==> config.mk <==
export PLATFORM = sky130hd
export DESIGN_NAME = bpe_ram
export DESIGN_NICKNAME = d
export VERILOG_FILES = /design/src/bpe_ram.sv
export SDC_FILE = /design/constraint.sdc
export NUM_CORES = 1
export LEC_CHECK = 0
export BUFFER_PORTS_ARGS = -buffer_cell sky130_fd_sc_hd__buf_2
export CORE_MARGIN = 3
export CORE_UTILIZATION = 37
export CTS_BUF_LIST = sky130_fd_sc_hd__clkbuf_4 sky130_fd_sc_hd__clkbuf_8
export DETAILED_ROUTE_END_ITERATION = 7
export REMOVE_ABC_BUFFERS = 1
export SYNTH_ARGS = -nofsm -noshare
export SYNTH_HDL_FRONTEND = slang
export SYNTH_SLANG_ARGS = --single-unit
==> constraint.sdc <==
create_clock -name clk -period 4.3 [get_ports clk]
set_input_delay 0.43 -clock clk [delete_from_list [all_inputs] [get_ports clk]]
set_output_delay 0.43 -clock clk [all_outputs]
set_load 0.03 [all_outputs]
==> src/bpe_ram.sv <==
module bpe_ram #(
	parameter int WIDTH = 32,
	parameter int DEPTH = 16,
	localparam int AW_L = (DEPTH > 1) ? $clog2(DEPTH) : 1
) (
	input logic clk,
	input logic we,
	input logic [AW_L-1:0] waddr,
	input logic [WIDTH-1:0] wdata,
	input logic re,
	input logic [AW_L-1:0] raddr,
	output logic [WIDTH-1:0] rdata
);

	logic [WIDTH-1:0] mem_q [0:DEPTH-1];
	logic [WIDTH-1:0] rdata_q;

	always_ff @(posedge clk) begin
		if (we) begin
			mem_q[waddr] <= wdata;
		end
		if (re) begin
			rdata_q <= mem_q[raddr];
		end
	end

	assign rdata = rdata_q;

endmodule

Yosys cells after proc, flatten, opt, wreduce, memory -nomap -nowiden
Memory sizes are Yosys's and may differ from the RTL's. A register that Yosys moved wholly into a read port is not among the register bits.
Cells that the tools add are included.
W data, S select, Z words.

storage, ports and cells
  register bits = 0
  RAM bits = 512
  output and inout port bits = 32
  word-level logic and storage cells = 3
  memories = 1

memory list
  name   depth  bits a word  read ports  clocked after memory_dff  wr ports  RTL line  RTL
  mem_q  16     32           1           1                         1         15        logic [WIDTH-1:0] mem_q [0:DEPTH-1];

operators by class
  mux-type cells = 2

operators by type and width
  cell     count
  $mux W1  2

Depth between registers and ports, before layout
Gate-level depths: netlist of the first run.

  depth after elaboration = 2
  gate-level depth with buffers = 5
  depth with buffers taken out = 3

Least setup slack after synthesis of the first run
Ideal clock, no wire load.

  kind = input-to-reg
  from = in waddr[2]
  to = mem mem_q[0][0], enable pin
  setup time = 0.461 ns
  arrival = 3.148 ns
  slack = 0.690 ns
  cell stages on the path = 2
  buffers on the path = 0
  cells stage by stage = or3b_2 -> nor3_1

RTL lines
  item             RTL line  RTL
  start, declared  8         input logic [AW_L-1:0] waddr,
  end, declared    15

Straight into the memory's write port.

==> results of run 1 <==
[final timing paths]
kind | cells past startpoint | from | to
setup / recovery | 5 | raddr[0] | rdata[24]
hold / removal | 1 | wdata[8] | mem_q[13][8]
setup reg to reg | 3 | mem_q[3][6] | rdata[6]
hold reg to reg | 3 | mem_q[14][4] | rdata[4]
[metrics by stage]
| stage | power [mW] | util | setup slack (ns) | cell area, um^2 |
|---|---|---|---|---|
| 2_1_floorplan | 6.39 | - | 0.690 | 20000 |
| 3_3_place_gp | 6.68 | 0.405 | 1.64 | 21600 |
| 3_5_place_dp | 6.69 | 0.405 | 1.62 | 21600 |
| 4_1_cts | 10.9 | 0.436 | 2.31 | 23200 |
| 5_1_grt | 11.1 | 0.436 | 2.14 | 23200 |
| 6_report | 10.7 | 0.436 | 2.33 | 23200 |
[layout make-up]
type	count	area, um^2	share of cell area
clock inverter	44	253	0.0109
sequential	544	16300	0.704
timing repair buffer	105	639	0.0275
multi-input combinational	251	3750	0.162
antenna	4	10.0	0.000431
tap	688	861	0.0371
clock buffer	109	1370	0.0590
[routing by layer]
metal	up-vias	GRT usage	routed length, um
li1	3934	-	-
met1	4945	0.225	19100
met2	353	0.241	21100
met3	67	0.0424	3780
met4	2	0.0539	758
met5	-	0	16
[kinds of logic (layout without fill, tap and decap cells)]
group,Yosys count,in the layout
other,0,4
buffers and inverters,43,258
and+or+nand+nor,59,59
DFF,544,544
muxes,128,128
AOI/OAI and AO/OA,64,64
[registers in the layout, summed over array words and instances (netlist names)]
register / flops
mem_q: 512
rdata: 32
[power breakdown]
part	switching, mW	internal, mW
registers	0.0341	5.98
logic	0.351	0.208
clock network	1.94	2.21
total	2.33	8.39
[cells in the final DEF (no fill, tap or decap), types with 11 or more instances in the layout]
cell type	synthesis	routed
buf_4	11	30
buf_2	4	72
clkinv_1	0	26
clkbuf_8	0	89
nand2_1	33	33
clkbuf_4	0	21
mux4_2	128	128
clkinv_2	0	11
edfxtp_1	544	544
a22oi_1	64	64
nor2_4	0	13
==> impl_metrics.tcl, run 1 <==
set metrics [dict create \
    status "complete, no violations" \
    boundaryPins 75 \
    grt_pass1_vias 9940 \
    critPathMaxFanout 53 \
    fillCellCount 4437 \
    synth_fa_ha_area_frac 0 \
    synth_compound_area_frac 0.0238 \
    synthTopCellsByCount "544 x edfxtp_1, 128 x mux4_2, 64 x a22oi_1" \
    synth_async_sr_flop_share 0 \
    initialDrtViolationCount 1001 \
    power_density_nw_per_um2 462 \
    ctsHoldBuffers 0 \
    grt_remaining_overflow 0 \
    endpoint_kind "flop" \
    cts_tree "done" \
    r2r_slack_ns 2.82 \
    yosys.area.top_type "edfxtp_1" \
    synthMuxAreaShare 0.143 \
    synth_area_per_cell_um2 24.1 \
    ant_nets 0 \
    path_delay_family "buffers and inverters" \
    nets 1030 \
    drv_slew 0 \
    critPathRequiredTime_ns 4.67 \
    yosys.area_share.simple 0.0125 \
    hpwl_mm 22.8 \
    worstSkewPairLatency_ns 0.64 \
    min_period_ns 1.97 \
    cp_slowest_cell "mux4_2" \
    cp_cell_sequence "clkbuf_8, buf_4, mux4_2, a22oi_1, nand2_1" \
    tightest_slew_ns 1.17 \
    grt_max_degree 54 \
    worst-path-buf-inv 2 \
    wl_per_cell_um 25.6 \
    synth.most_common_cell "edfxtp_1" \
    die_w_um 240 \
    cts.reportedPaths.clkPinSlew_ns 0.06 \
    max_slew_margin 0.218 \
    synth_xor_area_frac 0 \
    grt_pass1_wl_mm 65.8 \
    synth_edf_count 544 \
    gr-usage-all-layers 0.159 \
    postCtsSetupBuffers 0 \
    seq_area_frac_synth 0.810 \
    netlist_top_cells_area "edfxtp_1 81%, mux4_2 14%, a22oi_1 2.4%" \
    worstPathArrival_ns 2.34 \
    hold_slack_ns 0.169 \
    root_buffer "clkbuf_8" \
    clock.fmax_mhz 508 \
    num_rows 84 \
    areaGrowthSynthToFinish_pct 15.1 \
    io_buffers 74 \
    p_leak_nw 7.39 \
    htreeDepth 3 \
    die_area_um2 57400 \
    hold_path_class "in2reg" \
    finalCritPeriodShare 0.458 \
    clock_path_buffers 3 \
    ys_ff_latch 544 \
    setup_viol 0 \
    gp_congestion 0.712 \
    dr.pass1.iters 5 \
    route.detailed.drc 0 \
    routed_wl_mm 44.7 \
    drv_cap 0 \
    core_um2 53300 \
    synth_top_family_by_area "multiplexers" \
    dp.cells 1588 \
    antenna_found_initial 3 \
    start_util 0.379 \
    start_kind "input port" \
    numCtsBuffers 85 \
    stdcell_count 1745 \
    yosysUniqueCellTypes 17 \
    clock-sinks 544 \
    crit_type "in2reg" \
    synth_top_area_share 0.810 \
    die_h_um 240 \
    cts_resized 0 \
    yosys_most_used_dff "edfxtp_1" \
    synthCells 838 \
    hold_viol 0 \
    critical_path.max_stage_delay_ns 0.56 \
    tns_ns 0 \
    finClkSkew_ns 0.0303 \
    num_vias 9301 \
    rsz0062_at_grt "no" \
    drive_gt1_frac 0.362 \
    synth_area_um2 20200 \
    avgViaCountPerCell 5.33 \
    yosys_warnings 0 \
    ir_worst_vdd_v 0.000205 \
]
(Power assumes the default switching activity.)
==> run 2: changes to the inputs <==
==> constraint.sdc (replaced) <==
create_clock -name clk -period 1.7 [get_ports clk]
set_input_delay 0.17 -clock clk [delete_from_list [all_inputs] [get_ports clk]]
set_output_delay 0.17 -clock clk [all_outputs]
set_load 0.03 [all_outputs]
==> impl_metrics.tcl, run 2 (synthesis results as in run 1) <==
set metrics [dict create \
    drive_gt1_frac 0.362 \
    final_cell_mix "544 x edfxtp_1, 128 x mux4_2, 86 x clkbuf_8" \
    grt_pass1_wl_mm 65.4 \
    critical_path.max_stage_delay_ns 0.49 \
    nets 1091 \
    dr.pass1.iters 5 \
    finClkSkew_ns 0.0208 \
    p_switching_mw 5.86 \
    path_delay_family "flip-flops" \
    hold_viol 0 \
    pwr-share-clk 0.377 \
    areaGrowthSynthToFinish_pct 19.5 \
    gr-usage-all-layers 0.156 \
    crit_type "reg2out" \
    grt_remaining_overflow 0 \
    ant_nets 0 \
    power_frac_seq 0.564 \
    boundaryPins 75 \
    die_h_um 240 \
    endpoint_kind "output pin" \
    htreeDepth 3 \
    route.detailed.drc 0 \
    tightest_slew_ns 1.05 \
    rsz0062_at_grt "no" \
    initialDrtViolationCount 997 \
    core_um2 53300 \
    clock.fmax_mhz 658 \
    pre_cts_ws_ns -0.163 \
    drv_slew 0 \
    numCtsBuffers 84 \
    setup_slack_ns 0.180 \
    cts.reportedPaths.clkPinSlew_ns 0.06 \
    worst-path-buf-inv 1 \
    finalCritPeriodShare 0.894 \
    worst-path-stages 1 \
    regMostFlops "mem_q" \
    swShare 0.217 \
    total_power_mw 26.9 \
    cts_tree "done" \
    die_area_um2 57400 \
    start_kind "flop" \
    critPathMaxFanout 1 \
    largest_reg_flops 512 \
    avgViaCountPerCell 5.25 \
    hpwl_mm 22.6 \
    die_w_um 240 \
    min_period_ns 1.52 \
    reg2reg_depth 3 \
    whs_path_depth 2 \
    internal-power_mw 21.1 \
    final_util 0.453 \
    grt_pass1_vias 10100 \
    root_buffer "clkbuf_8" \
    setup_viol 0 \
    status "complete, no violations" \
    routed_wl_mm 43.9 \
    wl_per_cell_um 24.4 \
    cp_slowest_cell "edfxtp_1" \
    io_buffers 74 \
    gp_congestion 0.705 \
    combPwrFrac 0.059 \
    num_rows 84 \
    worstSkewPairLatency_ns 0.64 \
    hold_path_class "in2reg" \
    postCtsSetupBuffers 0 \
    p_leak_nw 7.73 \
    worstPathArrival_ns 1.35 \
    power_density_nw_per_um2 1120 \
    mostFrequentLayoutCell "edfxtp_1" \
    num_vias 9446 \
    drv_cap 0 \
    cp_cell_sequence "buf_2" \
    ir_worst_vdd_v 0.000605 \
    max_slew_margin 0.298 \
    antenna_found_initial 3 \
    critPathRequiredTime_ns 1.53 \
    clock-sinks 544 \
    clock_path_buffers 3 \
    start_util 0.379 \
    grt_max_degree 36 \
]
[run 2: changes by cell type in the layout (fill, tap and decap cells not counted)]
cell and delta:
clkbuf_4 -5, dlygate4sd3_1 +32, diode_2 -2, clkinv_4 -1
clkinv_2 -3, buf_12 +34, clkbuf_8 -3, buf_4 -4
clkinv_1 +3, inv_6 -1, clkinvlp_4 +4
[run 2: final cells by class]
cell class | count | area (um^2)
fillers | 4408 | 29200
clock buffers | 101 | 1290
flip-flops and latches | 544 | 16300
well taps | 688 | 861
diodes | 2 | 5.00
clock inverters | 46 | 262
multi-input cells | 251 | 3750
repair buffers | 167 | 1610
[run 2: through the flow]
step / setup TNS [ns] / hold slack (ns) / cell area, um^2 / std cells
floorplan: -384.57 / 0.269 / 20000 / 795
global placement: -2.47 / 0.542 / 22200 / 1618
detailed placement: -2.83 / 0.559 / 22200 / 1618
CTS: 0 / 0.00374 / 24100 / 1797
global route: 0 / 0.0336 / 24100 / 1797
finish: 0 / 0.0477 / 24100 / 1799
[run 2: final timing paths]
| path | to | start | slack [ns] |
|---|---|---|---|
| min reg2reg | rdata[17] | mem_q[14][17] | 0.74 |
| max | rdata[25] | rdata[25] | 0.18 |
| min | rdata[29] | re | 0.05 |
| max reg2reg | rdata[19] | mem_q[2][19] | 0.20 |
[run 2: routing by layer]
| metal | share of wire | GRT usage | vias up |
|---|---|---|---|
| met3 | 0.062 | 0.0315 | 68 |
| met5 | 0.00030 | 0 | - |
| met4 | 0.020 | 0.0517 | 2 |
| met2 | 0.48 | 0.248 | 297 |
| met1 | 0.44 | 0.219 | 5041 |
| li1 | - | - | 4038 |
[run 2: power groups by stage]
stage | Combinational (mW) | Sequential [mW] | Clock (mW)
2_1_floorplan | 0.578 | 15.6 | 0
3_3_place_gp | 1.54 | 15.5 | 0
3_5_place_dp | 1.56 | 15.5 | 0
4_1_cts | 1.63 | 15.2 | 10.5
5_1_grt | 1.72 | 15.2 | 11.1
6_report | 1.60 | 15.2 | 10.2
[run 2: timing repair]
item                                   CTS  global route
gates resized for setup                  0             0
endpoints found under the hold margin  512             0
hold buffers                            32             0
==> run 3: changes to the inputs <==
--- a/config.mk
+++ b/config.mk
@@ -10,7 +10,6 @@
 export CORE_UTILIZATION = 37
 export CTS_BUF_LIST = sky130_fd_sc_hd__clkbuf_4 sky130_fd_sc_hd__clkbuf_8
 export DETAILED_ROUTE_END_ITERATION = 7
-export REMOVE_ABC_BUFFERS = 1
 export SYNTH_ARGS = -nofsm -noshare
 export SYNTH_HDL_FRONTEND = slang
 export SYNTH_SLANG_ARGS = --single-unit
==> impl_metrics.tcl, run 3 (synthesis results as in run 1) <==
set metrics [dict create \
    nets 1106 \
    total_power_mw 27.2 \
    dr.pass1.iters 5 \
    htreeDepth 3 \
    clock_path_buffers 3 \
    rsz0062_at_grt "no" \
    worstSkewPairLatency_ns 0.63 \
    p_leak_nw 7.89 \
    core_um2 53300 \
    final_cell_mix "544 x edfxtp_1, 128 x mux4_2, 90 x clkbuf_8" \
    worst-path-buf-inv 1 \
    io_buffers 74 \
    final_util 0.456 \
    antenna_found_initial 1 \
    boundaryPins 75 \
    ant_nets 0 \
    start_kind "flop" \
    dr_wl_met3_mm 2.87 \
    path_delay_family "flip-flops" \
    areaGrowthSynthToFinish_pct 20.4 \
    num_vias 9554 \
    tightest_slew_ns 1.10 \
    die_h_um 240 \
    hold_viol 0 \
    grt_max_degree 33 \
    cp_cell_sequence "buf_2" \
    start_util 0.379 \
    hold_slack_ns 0.0526 \
    max_slew_margin 0.268 \
    power_density_nw_per_um2 1120 \
    avgViaCountPerCell 5.25 \
    setup_viol 0 \
    routed_wl_mm 44.7 \
    largest_reg_flops 512 \
    critPathRequiredTime_ns 1.53 \
    route.detailed.drc 0 \
    crit_type "reg2out" \
    worstPathArrival_ns 1.30 \
    fillCellCount 4414 \
    die_area_um2 57400 \
    setup_slack_ns 0.233 \
    finClkSkew_ns 0.0264 \
    tns_ns 0 \
    hold_path_class "in2reg" \
    endpoint_kind "output pin" \
    pre_cts_ws_ns -0.183 \
    drv_slew 0 \
    hpwl_mm 24.5 \
    cts.reportedPaths.clkPinSlew_ns 0.06 \
    drv_cap 0 \
    initialDrtViolationCount 850 \
    root_buffer "clkbuf_8" \
    critPathMaxFanout 1 \
    clock.fmax_mhz 682 \
    drive_gt1_frac 0.383 \
    ir_worst_vdd_v 0.000506 \
    dr_wl_met2_mm 21.4 \
    mostFrequentLayoutCell "edfxtp_1" \
    die_w_um 240 \
    synth_nets 881 \
    regMostFlops "mem_q" \
    cp_slowest_cell "edfxtp_1" \
    grt_pass1_vias 10300 \
    clock-sinks 544 \
    num_rows 84 \
    critical_path.max_stage_delay_ns 0.45 \
    status "complete, no violations" \
    gp_congestion 0.704 \
    cts_tree "done" \
    min_period_ns 1.47 \
    gr-usage-all-layers 0.160 \
    highest_layer "met4" \
    wl_per_cell_um 24.6 \
    grt_remaining_overflow 0 \
    grt_pass1_wl_mm 66.5 \
    finalCritPeriodShare 0.863 \
    routedLengthMet1_mm 19.7 \
    numCtsBuffers 85 \
]
## run 3: cell types whose count changed in the layout (fill, tap and decap cells not counted), sizes merged
cell      previous run  this run
clkinv              37        38
diode                2         1
bufinv               2         0
clkinvlp             7         2
inv                  0         1
buf                134       148
clkbuf             102       115
## run 3: repair_timing
| action | CTS | global route |
|---|---|---|
| hold buffers | 32 | 0 |
| buffers inserted | 0 | 0 |
| gates resized for setup | 0 | 0 |
| endpoints found under the hold margin | 512 | 0 |
## run 3: area by class of cell
type,count,area [um^2],area share
timing repair buffer,181,1720,0.0706
sequential,544,16300,0.672
tap,688,861,0.0354
multi-input combinational,251,3780,0.155
clock buffer,114,1410,0.0581
clock inverter,41,191,0.00788
antenna,1,2.50,0.000103
## run 3: worst paths after layout
path,start,end,slack (ns),cells past startpoint
setup reg to reg,mem_q[11][0],rdata[0],0.27,3
hold reg to reg,mem_q[14][11],rdata[11],0.72,3
hold / removal,re,rdata[3],0.05,2
setup / recovery,rdata[20],rdata[20],0.23,1
## run 3: where the power goes
part | internal, mW | switching [mW]
clock network | 5.42 | 4.90
logic | 0.697 | 0.933
registers | 15.1 | 0.0939
## run 3: per-stage QoR
step | instance area (um^2) | std cells
2_1_floorplan | 20200 | 838
3_3_place_gp | 22400 | 1632
3_5_place_dp | 22400 | 1632
4_1_cts | 24300 | 1819
5_1_grt | 24300 | 1819
6_report | 24300 | 1820
## run 3: routing by layer
layer,vias up,track usage
li1,4078,-
met3,55,0.0311
met5,-,0
met4,0,0.0434
met2,302,0.256
met1,5119,0.226
